File: config.mk
export PLATFORM = sky130hd
export DESIGN_NAME = circuit_breaker_state_machine_core
export DESIGN_NICKNAME = d
export VERILOG_FILES = /design/src/rtl/cbsm_pkg.sv /design/src/rtl/cbsm_cfg.sv /design/src/rtl/cbsm_front.sv /design/src/rtl/cbsm_queue.sv /design/src/rtl/cbsm_back.sv /design/src/rtl/circuit_breaker_state_machine_core.sv
export SDC_FILE = /design/constraint.sdc
export NUM_CORES = 1
export LEC_CHECK = 0
export BUFFER_PORTS_ARGS = -buffer_cell sky130_fd_sc_hd__clkbuf_2
export CORE_MARGIN = 5
export CORE_UTILIZATION = 60
export DETAILED_ROUTE_END_ITERATION = 8
export HOLD_SLACK_MARGIN = 0.06
export PLACE_DENSITY = 0.8
export SLEW_MARGIN = 0
export SYNTH_ARGS = -nofsm -noshare
export SYNTH_HDL_FRONTEND = slang
export SYNTH_SLANG_ARGS = --single-unit
File: constraint.sdc
create_clock -name clk -period 21.9 [get_ports clk]
set_input_delay 1.095 -clock clk [delete_from_list [all_inputs] [get_ports clk]]
set_output_delay 1.095 -clock clk [all_outputs]
set_load 0.02 [all_outputs]
File: src/rtl/cbsm_pkg.sv
package cbsm_pkg;

  localparam int CB_WINDOW_MAX = 32;
  localparam int QUEUE_DEPTH   = 2;

  localparam int CMD_W  = 3;
  localparam int MODE_W = 2;
  localparam int OP_W   = 3;
  localparam int ADDR_W = 5;
  localparam int DATA_W = 32;
  localparam int REG_W  = 3;
  localparam int LEN_W  = 6;
  localparam int THR_W  = 15;

  localparam logic [CMD_W-1:0] CMD_TICK    = 3'd0;
  localparam logic [CMD_W-1:0] CMD_REQUEST = 3'd1;
  localparam logic [CMD_W-1:0] CMD_SUCCESS = 3'd2;
  localparam logic [CMD_W-1:0] CMD_FAILURE = 3'd3;
  localparam logic [CMD_W-1:0] CMD_FORCE   = 3'd4;
  localparam logic [CMD_W-1:0] CMD_CLEAR   = 3'd5;

  localparam logic [MODE_W-1:0] MODE_CLOSED = 2'd0;
  localparam logic [MODE_W-1:0] MODE_OPEN   = 2'd1;
  localparam logic [MODE_W-1:0] MODE_HALF   = 2'd2;

  localparam logic [OP_W-1:0] OP_NOP   = 3'd0;
  localparam logic [OP_W-1:0] OP_TICK  = 3'd1;
  localparam logic [OP_W-1:0] OP_REQ   = 3'd2;
  localparam logic [OP_W-1:0] OP_SUCC  = 3'd3;
  localparam logic [OP_W-1:0] OP_FAIL  = 3'd4;
  localparam logic [OP_W-1:0] OP_FORCE = 3'd5;
  localparam logic [OP_W-1:0] OP_CLEAR = 3'd6;

  localparam logic [REG_W-1:0] REG_FAIL_LIMIT    = 3'd0;
  localparam logic [REG_W-1:0] REG_SUCCESS_LIMIT = 3'd1;
  localparam logic [REG_W-1:0] REG_RECOVERY_MS   = 3'd2;
  localparam logic [REG_W-1:0] REG_RATE_LIMIT    = 3'd3;
  localparam logic [REG_W-1:0] REG_WINDOW_LEN    = 3'd4;

  localparam logic [7:0]       RST_FAIL_LIMIT    = 8'd5;
  localparam logic [7:0]       RST_SUCCESS_LIMIT = 8'd3;
  localparam logic [15:0]      RST_RECOVERY_MS   = 16'd30000;
  localparam logic [8:0]       RST_RATE_LIMIT    = 9'd128;
  localparam logic [LEN_W-1:0] RST_WINDOW_LEN    = 6'd20;

  typedef struct packed {
    logic [CMD_W-1:0]  cmd;
    logic [MODE_W-1:0] forced_state;
  } cbsm_in_t;

  typedef struct packed {
    logic              allowed;
    logic [MODE_W-1:0] breaker_mode;
    logic [7:0]        fail_run;
    logic [5:0]        window_fails;
    logic [31:0]       fail_total;
    logic [31:0]       success_total;
  } cbsm_out_t;

  typedef struct packed {
    logic [OP_W-1:0]   op;
    logic [MODE_W-1:0] target;
  } cbsm_op_t;

  typedef struct packed {
    logic [7:0]       fail_limit;
    logic [7:0]       success_limit;
    logic [15:0]      recovery_ms;
    logic [LEN_W-1:0] eff_len;
    logic [THR_W-1:0] rate_thr;
  } cbsm_cfg_t;

endpackage

File: src/rtl/cbsm_cfg.sv
module cbsm_cfg #(
  parameter int WINDOW_MAX = cbsm_pkg::CB_WINDOW_MAX
) (
  input  logic                        clk,
  input  logic                        rst_n,
  input  logic                        psel,
  input  logic                        penable,
  input  logic                        pwrite,
  input  logic [cbsm_pkg::ADDR_W-1:0] paddr,
  input  logic [cbsm_pkg::DATA_W-1:0] pwdata,
  output logic [cbsm_pkg::DATA_W-1:0] prdata,
  output logic                        pready,
  output cbsm_pkg::cbsm_cfg_t         cfg
);

  logic [7:0]                 fail_limit_r;
  logic [7:0]                 success_limit_r;
  logic [15:0]                recovery_ms_r;
  logic [8:0]                 rate_limit_r;
  logic [8:0]                 rate_limit_nxt;
  logic [cbsm_pkg::LEN_W-1:0] window_len_r;
  logic [cbsm_pkg::LEN_W-1:0] window_len_nxt;
  logic [cbsm_pkg::LEN_W-1:0] eff_len_r;
  logic [cbsm_pkg::LEN_W-1:0] eff_len_nxt;
  logic [cbsm_pkg::THR_W-1:0] rate_thr_r;
  logic [cbsm_pkg::REG_W-1:0] reg_idx;
  logic                       wr_en;

  assign pready  = 1'b1;
  assign reg_idx = paddr[cbsm_pkg::ADDR_W-1:2];
  assign wr_en   = psel & penable & pwrite & pready;

  always_comb begin
    rate_limit_nxt = rate_limit_r;
    window_len_nxt = window_len_r;
    if (wr_en && reg_idx == cbsm_pkg::REG_RATE_LIMIT) begin
      rate_limit_nxt = pwdata[8:0];
    end
    if (wr_en && reg_idx == cbsm_pkg::REG_WINDOW_LEN) begin
      window_len_nxt = pwdata[cbsm_pkg::LEN_W-1:0];
    end
  end

  always_comb begin
    if (window_len_nxt == '0) begin
      eff_len_nxt = cbsm_pkg::LEN_W'(1);
    end else if ({1'b0, window_len_nxt} > (cbsm_pkg::LEN_W+1)'(WINDOW_MAX)) begin
      eff_len_nxt = cbsm_pkg::LEN_W'(WINDOW_MAX);
    end else begin
      eff_len_nxt = window_len_nxt;
    end
  end

  always_ff @(posedge clk) begin
    if (!rst_n) begin
      fail_limit_r    <= cbsm_pkg::RST_FAIL_LIMIT;
      success_limit_r <= cbsm_pkg::RST_SUCCESS_LIMIT;
      recovery_ms_r   <= cbsm_pkg::RST_RECOVERY_MS;
      rate_limit_r    <= cbsm_pkg::RST_RATE_LIMIT;
      window_len_r    <= cbsm_pkg::RST_WINDOW_LEN;
    end else if (wr_en) begin
      unique case (reg_idx)
        cbsm_pkg::REG_FAIL_LIMIT:    fail_limit_r    <= pwdata[7:0];
        cbsm_pkg::REG_SUCCESS_LIMIT: success_limit_r <= pwdata[7:0];
        cbsm_pkg::REG_RECOVERY_MS:   recovery_ms_r   <= pwdata[15:0];
        cbsm_pkg::REG_RATE_LIMIT:    rate_limit_r    <= pwdata[8:0];
        cbsm_pkg::REG_WINDOW_LEN:    window_len_r    <= pwdata[cbsm_pkg::LEN_W-1:0];
        default: ;
      endcase
    end
  end

  // full-window rate threshold: rate_limit * window length
  always_ff @(posedge clk) begin
    eff_len_r  <= eff_len_nxt;
    rate_thr_r <= cbsm_pkg::THR_W'(rate_limit_nxt) * cbsm_pkg::THR_W'(eff_len_nxt);
  end

  always_comb begin
    unique case (reg_idx)
      cbsm_pkg::REG_FAIL_LIMIT:    prdata = cbsm_pkg::DATA_W'(fail_limit_r);
      cbsm_pkg::REG_SUCCESS_LIMIT: prdata = cbsm_pkg::DATA_W'(success_limit_r);
      cbsm_pkg::REG_RECOVERY_MS:   prdata = cbsm_pkg::DATA_W'(recovery_ms_r);
      cbsm_pkg::REG_RATE_LIMIT:    prdata = cbsm_pkg::DATA_W'(rate_limit_r);
      cbsm_pkg::REG_WINDOW_LEN:    prdata = cbsm_pkg::DATA_W'(window_len_r);
      default:                     prdata = '0;
    endcase
  end

  assign cfg.fail_limit    = fail_limit_r;
  assign cfg.success_limit = success_limit_r;
  assign cfg.recovery_ms   = recovery_ms_r;
  assign cfg.eff_len       = eff_len_r;
  assign cfg.rate_thr      = rate_thr_r;

endmodule

File: src/rtl/cbsm_front.sv
module cbsm_front (
  input  logic               in_valid,
  output logic               in_ready,
  input  cbsm_pkg::cbsm_in_t in_data,
  input  logic               q_full,
  output logic               q_push,
  output cbsm_pkg::cbsm_op_t q_wdata
);

  assign in_ready = ~q_full;
  assign q_push   = in_valid & in_ready;

  always_comb begin
    q_wdata.target = in_data.forced_state;
    unique case (in_data.cmd)
      cbsm_pkg::CMD_TICK:    q_wdata.op = cbsm_pkg::OP_TICK;
      cbsm_pkg::CMD_REQUEST: q_wdata.op = cbsm_pkg::OP_REQ;
      cbsm_pkg::CMD_SUCCESS: q_wdata.op = cbsm_pkg::OP_SUCC;
      cbsm_pkg::CMD_FAILURE: q_wdata.op = cbsm_pkg::OP_FAIL;
      cbsm_pkg::CMD_FORCE: begin
        // drop a force to an undefined mode
        if (in_data.forced_state == cbsm_pkg::MODE_CLOSED ||
            in_data.forced_state == cbsm_pkg::MODE_OPEN ||
            in_data.forced_state == cbsm_pkg::MODE_HALF) begin
          q_wdata.op = cbsm_pkg::OP_FORCE;
        end else begin
          q_wdata.op = cbsm_pkg::OP_NOP;
        end
      end
      cbsm_pkg::CMD_CLEAR:   q_wdata.op = cbsm_pkg::OP_CLEAR;
      default:               q_wdata.op = cbsm_pkg::OP_NOP;
    endcase
  end

endmodule

File: src/rtl/cbsm_queue.sv
module cbsm_queue (
  input  logic               clk,
  input  logic               rst_n,
  input  logic               push,
  input  cbsm_pkg::cbsm_op_t wdata,
  output logic               full,
  input  logic               pop,
  output logic               not_empty,
  output cbsm_pkg::cbsm_op_t rdata
);

  localparam int DEPTH = cbsm_pkg::QUEUE_DEPTH;
  localparam int PTR_W = (DEPTH > 1) ? $clog2(DEPTH) : 1;
  localparam int CNT_W = $clog2(DEPTH + 1);

  cbsm_pkg::cbsm_op_t entry_r [DEPTH];
  logic [PTR_W-1:0]   wr_ptr_r;
  logic [PTR_W-1:0]   rd_ptr_r;
  logic [CNT_W-1:0]   cnt_r;
  logic [CNT_W-1:0]   cnt_nxt;
  logic               do_push;
  logic               do_pop;

  assign full      = (cnt_r == CNT_W'(DEPTH));
  assign not_empty = (cnt_r != '0);
  assign do_push   = push & ~full;
  assign do_pop    = pop & not_empty;
  assign rdata     = entry_r[rd_ptr_r];

  always_comb begin
    cnt_nxt = cnt_r;
    if (do_push && !do_pop) begin
      cnt_nxt = cnt_r + CNT_W'(1);
    end else if (do_pop && !do_push) begin
      cnt_nxt = cnt_r - CNT_W'(1);
    end
  end

  always_ff @(posedge clk) begin
    if (!rst_n) begin
      wr_ptr_r <= '0;
      rd_ptr_r <= '0;
      cnt_r    <= '0;
    end else begin
      cnt_r <= cnt_nxt;
      if (do_push) begin
        wr_ptr_r <= (wr_ptr_r == PTR_W'(DEPTH - 1)) ? '0 : wr_ptr_r + PTR_W'(1);
      end
      if (do_pop) begin
        rd_ptr_r <= (rd_ptr_r == PTR_W'(DEPTH - 1)) ? '0 : rd_ptr_r + PTR_W'(1);
      end
    end
  end

  always_ff @(posedge clk) begin
    if (do_push) begin
      entry_r[wr_ptr_r] <= wdata;
    end
  end

endmodule

File: src/rtl/cbsm_back.sv
module cbsm_back #(
  parameter int WINDOW_MAX = cbsm_pkg::CB_WINDOW_MAX
) (
  input  logic                clk,
  input  logic                rst_n,
  input  cbsm_pkg::cbsm_cfg_t cfg,
  input  logic                q_not_empty,
  input  cbsm_pkg::cbsm_op_t  q_rdata,
  output logic                q_pop,
  output logic                out_valid,
  input  logic                out_ready,
  output cbsm_pkg::cbsm_out_t out_data
);

  localparam int LW = cbsm_pkg::LEN_W;
  localparam int MW = cbsm_pkg::MODE_W;

  logic [MW-1:0]         mode_r, mode_nxt;
  logic [7:0]            fail_streak_r, fail_streak_nxt;
  logic [7:0]            succ_streak_r, succ_streak_nxt;
  logic [31:0]           fail_tot_r, fail_tot_nxt;
  logic [31:0]           succ_tot_r, succ_tot_nxt;
  logic [15:0]           since_r, since_nxt;
  logic [WINDOW_MAX-1:0] hist_r, hist_nxt;
  logic [LW-1:0]         fill_r, fill_nxt;
  logic [LW-1:0]         wcnt_r, wcnt_nxt;
  logic                  out_valid_r;
  cbsm_pkg::cbsm_out_t   out_r, out_nxt;

  logic                  allowed;
  logic                  chg;
  logic [MW-1:0]         chg_mode;
  logic [LW-1:0]         fill_push;
  logic [WINDOW_MAX-1:0] hist_mask;
  logic [WINDOW_MAX-1:0] hist_push;
  logic [LW-1:0]         wcnt_push;
  logic [7:0]            fs_inc;
  logic [7:0]            ss_inc;
  logic                  rate_trip;

  assign q_pop     = q_not_empty & (~out_valid_r | out_ready);
  assign out_valid = out_valid_r;
  assign out_data  = out_r;

  // outcome window after pushing one outcome
  always_comb begin
    fill_push = (fill_r >= cfg.eff_len) ? cfg.eff_len : fill_r + LW'(1);
    for (int i = 0; i < WINDOW_MAX; i++) begin
      hist_mask[i] = (32'(i) < 32'(fill_push));
    end
    hist_push = {hist_r[WINDOW_MAX-2:0], (q_rdata.op == cbsm_pkg::OP_FAIL)} & hist_mask;
    wcnt_push = LW'($countones(hist_push));
  end

  assign fs_inc    = (fail_streak_r == 8'hFF) ? fail_streak_r : fail_streak_r + 8'd1;
  assign ss_inc    = (succ_streak_r == 8'hFF) ? succ_streak_r : succ_streak_r + 8'd1;
  assign rate_trip = (fill_push >= cfg.eff_len) &&
                     ({1'b0, wcnt_push, 8'd0} >= cfg.rate_thr);

  always_comb begin
    mode_nxt        = mode_r;
    fail_streak_nxt = fail_streak_r;
    succ_streak_nxt = succ_streak_r;
    fail_tot_nxt    = fail_tot_r;
    succ_tot_nxt    = succ_tot_r;
    since_nxt       = since_r;
    hist_nxt        = hist_r;
    fill_nxt        = fill_r;
    wcnt_nxt        = wcnt_r;
    allowed         = 1'b0;
    chg             = 1'b0;
    chg_mode        = mode_r;

    unique case (q_rdata.op)
      cbsm_pkg::OP_TICK: begin
        if (since_r != 16'hFFFF) begin
          since_nxt = since_r + 16'd1;
        end
      end
      cbsm_pkg::OP_REQ: begin
        if (mode_r == cbsm_pkg::MODE_OPEN) begin
          if (since_r >= cfg.recovery_ms) begin
            chg      = 1'b1;
            chg_mode = cbsm_pkg::MODE_HALF;
            allowed  = 1'b1;
          end
        end else begin
          allowed = 1'b1;
        end
      end
      cbsm_pkg::OP_SUCC: begin
        if (succ_tot_r != 32'hFFFF_FFFF) begin
          succ_tot_nxt = succ_tot_r + 32'd1;
        end
        hist_nxt = hist_push;
        fill_nxt = fill_push;
        wcnt_nxt = wcnt_push;
        if (mode_r == cbsm_pkg::MODE_HALF) begin
          succ_streak_nxt = ss_inc;
          if (ss_inc >= cfg.success_limit) begin
            chg      = 1'b1;
            chg_mode = cbsm_pkg::MODE_CLOSED;
          end
        end else if (mode_r == cbsm_pkg::MODE_CLOSED) begin
          fail_streak_nxt = '0;
        end
      end
      cbsm_pkg::OP_FAIL: begin
        if (fail_tot_r != 32'hFFFF_FFFF) begin
          fail_tot_nxt = fail_tot_r + 32'd1;
        end
        since_nxt = '0;
        hist_nxt  = hist_push;
        fill_nxt  = fill_push;
        wcnt_nxt  = wcnt_push;
        if (mode_r == cbsm_pkg::MODE_CLOSED) begin
          fail_streak_nxt = fs_inc;
          if (fs_inc >= cfg.fail_limit || rate_trip) begin
            chg      = 1'b1;
            chg_mode = cbsm_pkg::MODE_OPEN;
          end
        end else if (mode_r == cbsm_pkg::MODE_HALF) begin
          succ_streak_nxt = '0;
          chg             = 1'b1;
          chg_mode        = cbsm_pkg::MODE_OPEN;
        end
      end
      cbsm_pkg::OP_FORCE: begin
        chg      = 1'b1;
        chg_mode = q_rdata.target;
      end
      cbsm_pkg::OP_CLEAR: begin
        mode_nxt        = cbsm_pkg::MODE_CLOSED;
        fail_streak_nxt = '0;
        succ_streak_nxt = '0;
        fail_tot_nxt    = '0;
        succ_tot_nxt    = '0;
        hist_nxt        = '0;
        fill_nxt        = '0;
        wcnt_nxt        = '0;
      end
      default: ;
    endcase

    if (chg && chg_mode != mode_r) begin
      mode_nxt        = chg_mode;
      succ_streak_nxt = '0;
      if (chg_mode == cbsm_pkg::MODE_CLOSED) begin
        fail_streak_nxt = '0;
      end
    end

    out_nxt.allowed       = allowed;
    out_nxt.breaker_mode  = mode_nxt;
    out_nxt.fail_run      = fail_streak_nxt;
    out_nxt.window_fails  = wcnt_nxt;
    out_nxt.fail_total    = fail_tot_nxt;
    out_nxt.success_total = succ_tot_nxt;
  end

  always_ff @(posedge clk) begin
    if (!rst_n) begin
      mode_r        <= cbsm_pkg::MODE_CLOSED;
      fail_streak_r <= '0;
      succ_streak_r <= '0;
      fail_tot_r    <= '0;
      succ_tot_r    <= '0;
      since_r       <= 16'hFFFF;
      hist_r        <= '0;
      fill_r        <= '0;
      wcnt_r        <= '0;
      out_valid_r   <= 1'b0;
    end else begin
      if (q_pop) begin
        mode_r        <= mode_nxt;
        fail_streak_r <= fail_streak_nxt;
        succ_streak_r <= succ_streak_nxt;
        fail_tot_r    <= fail_tot_nxt;
        succ_tot_r    <= succ_tot_nxt;
        since_r       <= since_nxt;
        hist_r        <= hist_nxt;
        fill_r        <= fill_nxt;
        wcnt_r        <= wcnt_nxt;
        out_valid_r   <= 1'b1;
      end else if (out_ready) begin
        out_valid_r <= 1'b0;
      end
    end
  end

  always_ff @(posedge clk) begin
    if (q_pop) begin
      out_r <= out_nxt;
    end
  end

endmodule

File: src/rtl/circuit_breaker_state_machine_core.sv
// Channel  Handshake            Payload                Direction
// in_      in_valid/in_ready    in_data  (cbsm_in_t)   input requests
// out_     out_valid/out_ready  out_data (cbsm_out_t)  one result per request
// cfg      psel/penable/pwrite  paddr, pwdata, prdata  APB register access
//
// One request per cycle sustained while out_ready is high; a request is registered in
// the queue and then in the output register. The front classifies into a two-entry
// queue; the back updates state and the output register together on each pop.
// The back stalls only on out_ready; the front stalls only on a full queue.
// Reset (synchronous, rst_n low) loads register defaults, clears streaks and totals.
module circuit_breaker_state_machine_core #(
  parameter int WINDOW_MAX = cbsm_pkg::CB_WINDOW_MAX
) (
  input  logic                        clk,
  input  logic                        rst_n,
  input  logic                        in_valid,
  output logic                        in_ready,
  input  cbsm_pkg::cbsm_in_t          in_data,
  output logic                        out_valid,
  input  logic                        out_ready,
  output cbsm_pkg::cbsm_out_t         out_data,
  input  logic                        psel,
  input  logic                        penable,
  input  logic                        pwrite,
  input  logic [cbsm_pkg::ADDR_W-1:0] paddr,
  input  logic [cbsm_pkg::DATA_W-1:0] pwdata,
  output logic [cbsm_pkg::DATA_W-1:0] prdata,
  output logic                        pready
);

  cbsm_pkg::cbsm_cfg_t cfg;
  cbsm_pkg::cbsm_op_t  q_wdata;
  cbsm_pkg::cbsm_op_t  q_rdata;
  logic                q_push;
  logic                q_pop;
  logic                q_full;
  logic                q_not_empty;

  cbsm_cfg #(
    .WINDOW_MAX(WINDOW_MAX)
  ) u_cfg (
    .clk    (clk),
    .rst_n  (rst_n),
    .psel   (psel),
    .penable(penable),
    .pwrite (pwrite),
    .paddr  (paddr),
    .pwdata (pwdata),
    .prdata (prdata),
    .pready (pready),
    .cfg    (cfg)
  );

  cbsm_front u_front (
    .in_valid(in_valid),
    .in_ready(in_ready),
    .in_data (in_data),
    .q_full  (q_full),
    .q_push  (q_push),
    .q_wdata (q_wdata)
  );

  cbsm_queue u_queue (
    .clk      (clk),
    .rst_n    (rst_n),
    .push     (q_push),
    .wdata    (q_wdata),
    .full     (q_full),
    .pop      (q_pop),
    .not_empty(q_not_empty),
    .rdata    (q_rdata)
  );

  cbsm_back #(
    .WINDOW_MAX(WINDOW_MAX)
  ) u_back (
    .clk        (clk),
    .rst_n      (rst_n),
    .cfg        (cfg),
    .q_not_empty(q_not_empty),
    .q_rdata    (q_rdata),
    .q_pop      (q_pop),
    .out_valid  (out_valid),
    .out_ready  (out_ready),
    .out_data   (out_data)
  );

endmodule

==> results.tsv, run 1 <==
stage	metric	value	unit
status	run status	finished, final reports clean	
clock_tree	CTS tree	yes	
floorplanning	Die Wd	185	um
routing	Detail Route Antenna Nets	0	
grt	grt ovf	0	
floorplanning	starting density of the core	60.4	%
worst_setup_path	Setup crit start kind	flip-flop	
sta	Slew HR	12.2	%
routing	initial DRC count	1324	
worst_setup_path	Worst setup EP type	flip-flop	
floorplanning	Core ar.	30300	um2
final_layout	Fillers	2411	
synth	register area share after synthesis	38.4	%
synth	Syn Std Cell Area	18300	um2
clock_tree	Clock Tree Buf Depth	3	
clock_tree	Hold-fix buffers, CTS	0	
sta	crit share post-route	44.6	%
routing	DR vias/cell	6.04	
synth	distinct cell type count after synthesis	84	
sta	actual slew at the worst max-slew pin	1.32	ns
final_layout	P&R area growth vs syn	10.4	%
final_layout	fin nets	2337	
synth	Primary FF master, synth	dfxtp_1	
sta	Layout Skew	0.0182	ns
routing	drt wl/cell	17.2	um
clock_tree	Post CTS Setup Buffer Count	0	
synth	Post-synth EDFFs	91	
grt	first-pass GRT wire length	71.8	mm
routing	DRC	0	
placement	DP HPWL	31.0	mm
worst_setup_path	critical setup path kind	flip-flop to flip-flop	
final_layout	ant diodes	0	
grt	number of global-route vias before repair	14900	
final_layout	Final Cell Area	20300	um2
worst_setup_path	worst path bufs/invs	8	
routing	wirelength, routed	43.8	mm
floorplanning	Rows	64	
placement	# port buffers	129	
placement	area post-placement	19200	um2
sta	Setup-failing EPs final	0	
synth	Async SR Flop Fraction	0	%
worst_setup_path	Req. time, crit path	22.14	ns
worst_hold_path	Min-Delay Path Class	flip-flop to flip-flop	
sta	Sum Neg Setup Slack	0	ns
worst_setup_path	Crit path max-delay family	adder cells	
routing	vias	15400	
worst_setup_path	Crit path top cell by count	inv_1	
synth	average cell area after synthesis	8.95	um2
floorplanning	Die Height	185	um
floorplanning	Die ar.	34200	um2
worst_setup_path	CP Max Fanout	16	
worst_setup_path	Worst Path Arrival	10.01	ns
grt	Total GRT Usage	25.2	%
sta	Hold WS	0.463	ns
run	max-cap viol count	0	
sta	unrepaired setup endpoints after global routing	false	
synth	Ys Warns	0	
worst_setup_path	Slowest-stage cell, CP	mux2i_1	
pwr	static leakage	8.38	nW
synth	cells after synthesis	2050	
pwr	maximum vdd drop	0.160	mV
sta	Fmax	0.102	GHz
clock_tree	Root Buffer	clkbuf_16	
final_layout	ratio of cells with drive above 1 in the final layout	11.5	%
clock_tree	clock-pin slew on the worst setup and hold paths	0.06	ns
grt	initial antenna violation count	2	
synth	flops & latches, synth	306	
placement	Routability Congestion	0.904	
clock_tree	total CTS buffers	34	
clock_tree	CTS sink cnt	306	
floorplanning	io pins	165	
worst_setup_path	critical path's largest stage delay	0.71	ns
clock_tree	H-tree Lvls	2	
clock_tree	Clk Latency, worst-skew pair	0.51	ns
sta	Period minus WS final	9.77	ns
clock_tree	Resize count post-CTS	0	
pwr	cell area power density	86.8	nW/um2
grt	largest net degree at the start of global routing	97	
routing	DRT Pass-1 Iters	7	
sta	Slew Viols, Final	0	
sta	Hold Fails Final Rpt	0	
==> cell type report <==
type / count / area (um2) / area share [%]
Multi-Input combinational cell: 1485 / 10300 / 50.7
Sequential cell: 306 / 7040 / 34.7
Clock buffer: 45 / 943 / 4.66
Timing Repair Buffer: 141 / 736 / 3.63
Inverter: 161 / 608 / 3.00
Tap cell: 396 / 495 / 2.45
Clock inverter: 14 / 155 / 0.766
==> logic make-up after synthesis <==
group	Yosys count	share of synthesized area, %
buffers and inverters	274	6.11
flip-flops	306	38.4
other	2	0.0409
AND/OR/NAND/NOR	720	19.4
XOR/XNOR	72	3.44
multiplexers	74	4.30
adder cells (fa/ha/maj)	159	13.1
AO/OA/AOI/OAI	443	15.2
==> state kept, by name, summed over array words and instances, names as in the netlist, 8 cells and up, named ones only <==
signal	flops
u_cfg.recovery_ms_r	16
u_back.succ_streak_r	8
u_back.out_data	81
u_cfg.rate_limit_r	9
u_back.fail_streak_r	8
u_cfg.success_limit_r	8
u_cfg.rate_thr_r	15
u_back.succ_tot_r	32
u_back.fail_tot_r	32
u_queue.entry_r	10
u_back.since_r	16
u_cfg.fail_limit_r	8
u_back.hist_r	31
==> final timing paths <==
kind	start	to	slack [ns]	depth (start not counted)
max reg2reg	u_back.fill_r[0]$_SDFFE_PN0P_	u_back.out_data[73]$_DFFE_PP_	12.13	35
max	u_back.fill_r[0]$_SDFFE_PN0P_	u_back.out_data[73]$_DFFE_PP_	12.13	35
min	u_back.hist_r[20]$_SDFFE_PN0P_	u_back.hist_r[20]$_SDFFE_PN0P_	0.46	2
min reg2reg	u_back.hist_r[20]$_SDFFE_PN0P_	u_back.hist_r[20]$_SDFFE_PN0P_	0.46	2
==> power by group <==
group / switching, mW / leakage [nW] / internal [mW]
combinational: 0.332 / 5.22 / 0.126
clock: 0.226 / 0.525 / 0.339
sequential: 0.0468 / 2.63 / 0.688
==> cells in the mapped netlist, types with 25 or more instances <==
cell type / n / area share, %
nand2_1: 190 / 3.9
ha_1: 104 / 7.1
and3_1: 27 / 0.92
xor2_1: 40 / 1.9
xnor2_1: 32 / 1.5
inv_1: 161 / 3.3
mux2i_1: 54 / 2.9
clkbuf_1: 74 / 1.5
nand3_1: 85 / 2.3
edfxtp_1: 91 / 15
nor3_1: 56 / 1.5
or3_1: 32 / 1.1
a21oi_1: 117 / 3.2
nor2_1: 189 / 3.9
o21a_1: 28 / 1.1
dfxtp_1: 215 / 23
fa_1: 55 / 6.0
o21ai_0: 124 / 3.4
nand4_1: 25 / 0.85
==> tightest hold or removal path, delay by kind of cell, from the launching register on <==
family | cells | cell delay (ns)
flip-flops | 1 | 0.33
AO/OA/AOI/OAI | 1 | 0.05
AND/OR/NAND/NOR | 1 | 0.05
==> stage by stage <==
step                      std cells  setup WS, ns  power [mW]  utilization [%]
after floorplan                2065         13.97        1.06                -
after global placement         2489         12.44        1.19             63.1
after detailed placement       2489         12.35        1.20             63.1
after CTS                      2548         12.23        1.77             66.7
after global routing           2548         11.56        1.84             66.7
final                          2548         12.13        1.76             66.7
==> cells in the final DEF, fill, tap and decap left out, drive strengths merged, types with 32 or more instances in the layout <==
cell type    n
inv        161
nand3       85
edfxtp      91
mux2i       54
o21ai      133
nor2       191
nand2      190
xor2        40
nor3        59
dfxtp      215
ha         104
a21oi      118
or3         33
fa          55
xnor2       32
clkbuf     174
==> routing by layer <==
layer  share of wire, %  GRT usage, %
met1                 42          33.3
met2                 47          42.6
met3                7.6          3.79
met4                3.0          8.63
met5              0.052             0
No activity file was read; power rests on OpenSTA's default activity.
==> run 2, diff against run 1 <==
==> constraint.sdc (replaced) <==
create_clock -name clk -period 9.3 [get_ports clk]
set_input_delay 0.465 -clock clk [delete_from_list [all_inputs] [get_ports clk]]
set_output_delay 0.465 -clock clk [all_outputs]
set_load 0.02 [all_outputs]
==> run 2 against run 1 <==
Effect of this change: register-to-register slack worse by 12 ns; largest power group unchanged; critical endpoint is now u_back.out_data[77]$_DFFE_PP_; highest routed layer unchanged; combinational power is 140% higher; clock-buffer cell count is 5 higher; cell count is 0.35% higher; fmax is 11% higher; power is 140% higher.
==> results.tsv, run 2 (same netlist as run 1, synthesis figures left out) <==
stage	metric	value	unit
worst_setup_path	critical path's largest stage delay	0.60	ns
pwr	cell area power density	205	nW/um2
grt	number of global-route vias before repair	15000	
sta	Slew HR	14.6	%
run	max-cap viol count	0	
floorplanning	Die Height	185	um
worst_setup_path	Req. time, crit path	9.56	ns
clock_tree	clock-pin slew on the worst setup and hold paths	0.06	ns
floorplanning	Rows	64	
floorplanning	io pins	165	
grt	largest net degree at the start of global routing	97	
routing	wire length on met2	21.1	mm
worst_setup_path	R2R Path Start	u_back.fill_r[0]$_SDFFE_PN0P_	
grt	grt ovf	0	
sta	Hold WS	0.159	ns
sta	Sum Neg Setup Slack	0	ns
grt	Total GRT Usage	25.5	%
routing	initial DRC count	1507	
worst_setup_path	R2R setup slack	0.52	ns
worst_setup_path	CP Max Fanout	16	
floorplanning	Die Wd	185	um
final_layout	commonest cells after routing, fill and taps aside	dfxtp_1 (215), nand2_1 (190), nor2_1 (189)	
placement	area post-placement	19200	um2
routing	DR vias/cell	6.08	
sta	Fmax	0.114	GHz
placement	Routability Congestion	0.910	
clock_tree	Clk Latency, worst-skew pair	0.52	ns
worst_setup_path	Reg2Reg Depth	36	
floorplanning	Core ar.	30300	um2
routing	Detail Route Antenna Nets	0	
placement	DP HPWL	31.0	mm
worst_hold_path	Min-Delay Path Class	input port to flip-flop	
worst_setup_path	Setup crit start kind	flip-flop	
final_layout	ratio of cells with drive above 1 in the final layout	12.2	%
grt	first-pass GRT wire length	72.9	mm
sta	crit share post-route	94.5	%
sta	actual slew at the worst max-slew pin	1.28	ns
worst_setup_path	Worst Path Arrival	9.04	ns
routing	met3 wire length	3.19	mm
routing	vias	15500	
sta	Hold Fails Final Rpt	0	
sta	Layout Skew	0.0156	ns
floorplanning	starting density of the core	60.4	%
worst_setup_path	Crit path top cell by count	inv_1	
floorplanning	Die ar.	34200	um2
sta	Setup-failing EPs final	0	
pwr	Overall Power	4.19	mW
final_layout	max FFs per register	81	
grt	initial antenna violation count	2	
final_layout	most common library cell in the layout ignoring fill and taps	dfxtp_1	
sta	Slew Viols, Final	0	
clock_tree	CTS sink cnt	306	
placement	# port buffers	129	
routing	DRC	0	
worst_hold_path	HP Start	in_data[1]	
status	run status	finished, final reports clean	
routing	DRT Pass-1 Iters	7	
routing	drt wl/cell	17.2	um
clock_tree	CTS tree	yes	
final_layout	P&R area growth vs syn	11.2	%
routing	top routing layer in use	met5	
clock_tree	Clock Tree Buf Depth	3	
clock_tree	Hold-fix buffers, CTS	0	
routing	wirelength, routed	44.1	mm
final_layout	fin nets	2342	
worst_setup_path	Slowest-stage cell, CP	fa_1	
worst_setup_path	critical setup path kind	flip-flop to flip-flop	
clock_tree	total CTS buffers	35	
worst_hold_path	worst hold stages	1	
sta	Period minus WS final	8.78	ns
final_layout	Util after Layout	67.2	%
pwr	static leakage	8.45	nW
worst_setup_path	Worst setup EP type	flip-flop	
pwr	maximum vdd drop	0.405	mV
clock_tree	Root Buffer	clkbuf_16	
clock_tree	H-tree Lvls	2	
worst_setup_path	Setup crit start	u_back.fill_r[0]$_SDFFE_PN0P_	
routing	wire length on met1	18.5	mm
final_layout	Final Cell Area	20400	um2
-- run 2: what timing repair did --
action                                 CTS  global route
setup buffers                            0             1
pin swaps                                0             1
endpoints found under the hold margin    0             0
setup endpoints to repair                2            24
gates cloned                             0             0
gates resized for setup                  1             7
-- run 2: per-layer routing --
metal	vias to the layer above	track usage (%)
met1	7439	34.1
met3	107	4.07
met5	-	0
met4	2	8.63
li1	7381	-
met2	612	42.5
-- run 2: metrics by stage --
| step | worst slack, ns | cells |
|---|---|---|
| 2_1_floorplan | 1.37 | 2065 |
| 3_3_place_gp | 0.253 | 2492 |
| 3_5_place_dp | 0.0569 | 2492 |
| 4_1_cts | 0.210 | 2555 |
| 5_1_grt | -0.00205 | 2556 |
| 6_report | 0.516 | 2557 |
-- run 2: path summary, 6_finish.rpt --
| kind | to |
|---|---|
| hold reg to reg | u_back.hist_r[22]$_SDFFE_PN0P_ |
| setup / recovery | u_back.out_data[77]$_DFFE_PP_ |
| setup reg to reg | u_back.out_data[77]$_DFFE_PP_ |
| hold / removal | u_queue.entry_r[0][1]$_DFFE_PP_ |
-- run 2: area by class of cell --
type                            count  area [um2]
Multi-Input combinational cell   1485       10300
Fill cell                        2421        9950
Sequential cell                   306        7040
Clock buffer                       50        1050
Timing Repair Buffer              145         778
Inverter                          161         608
Tap cell                          396         495
Clock inverter                     13         115
Antenna cell                        1        2.50
-- run 2: power by group --
| group | switching (mW) | internal (mW) | leakage (nW) |
|---|---|---|---|
| combinational | 0.789 | 0.301 | 5.26 |
| sequential | 0.110 | 1.62 | 2.63 |
| clock | 0.553 | 0.817 | 0.564 |
-- run 2: worst max-delay path, delay by kind of cell (launching register included) --
family                   cells  cell delay, ns
AND/OR/NAND/NOR              7            1.17
AO/OA/AOI/OAI                8            1.72
buffers and inverters        9            0.94
flip-flops                   1            0.42
XOR/XNOR                     1            0.21
multiplexers                 1            0.18
adder cells (fa/ha/maj)     10            3.90
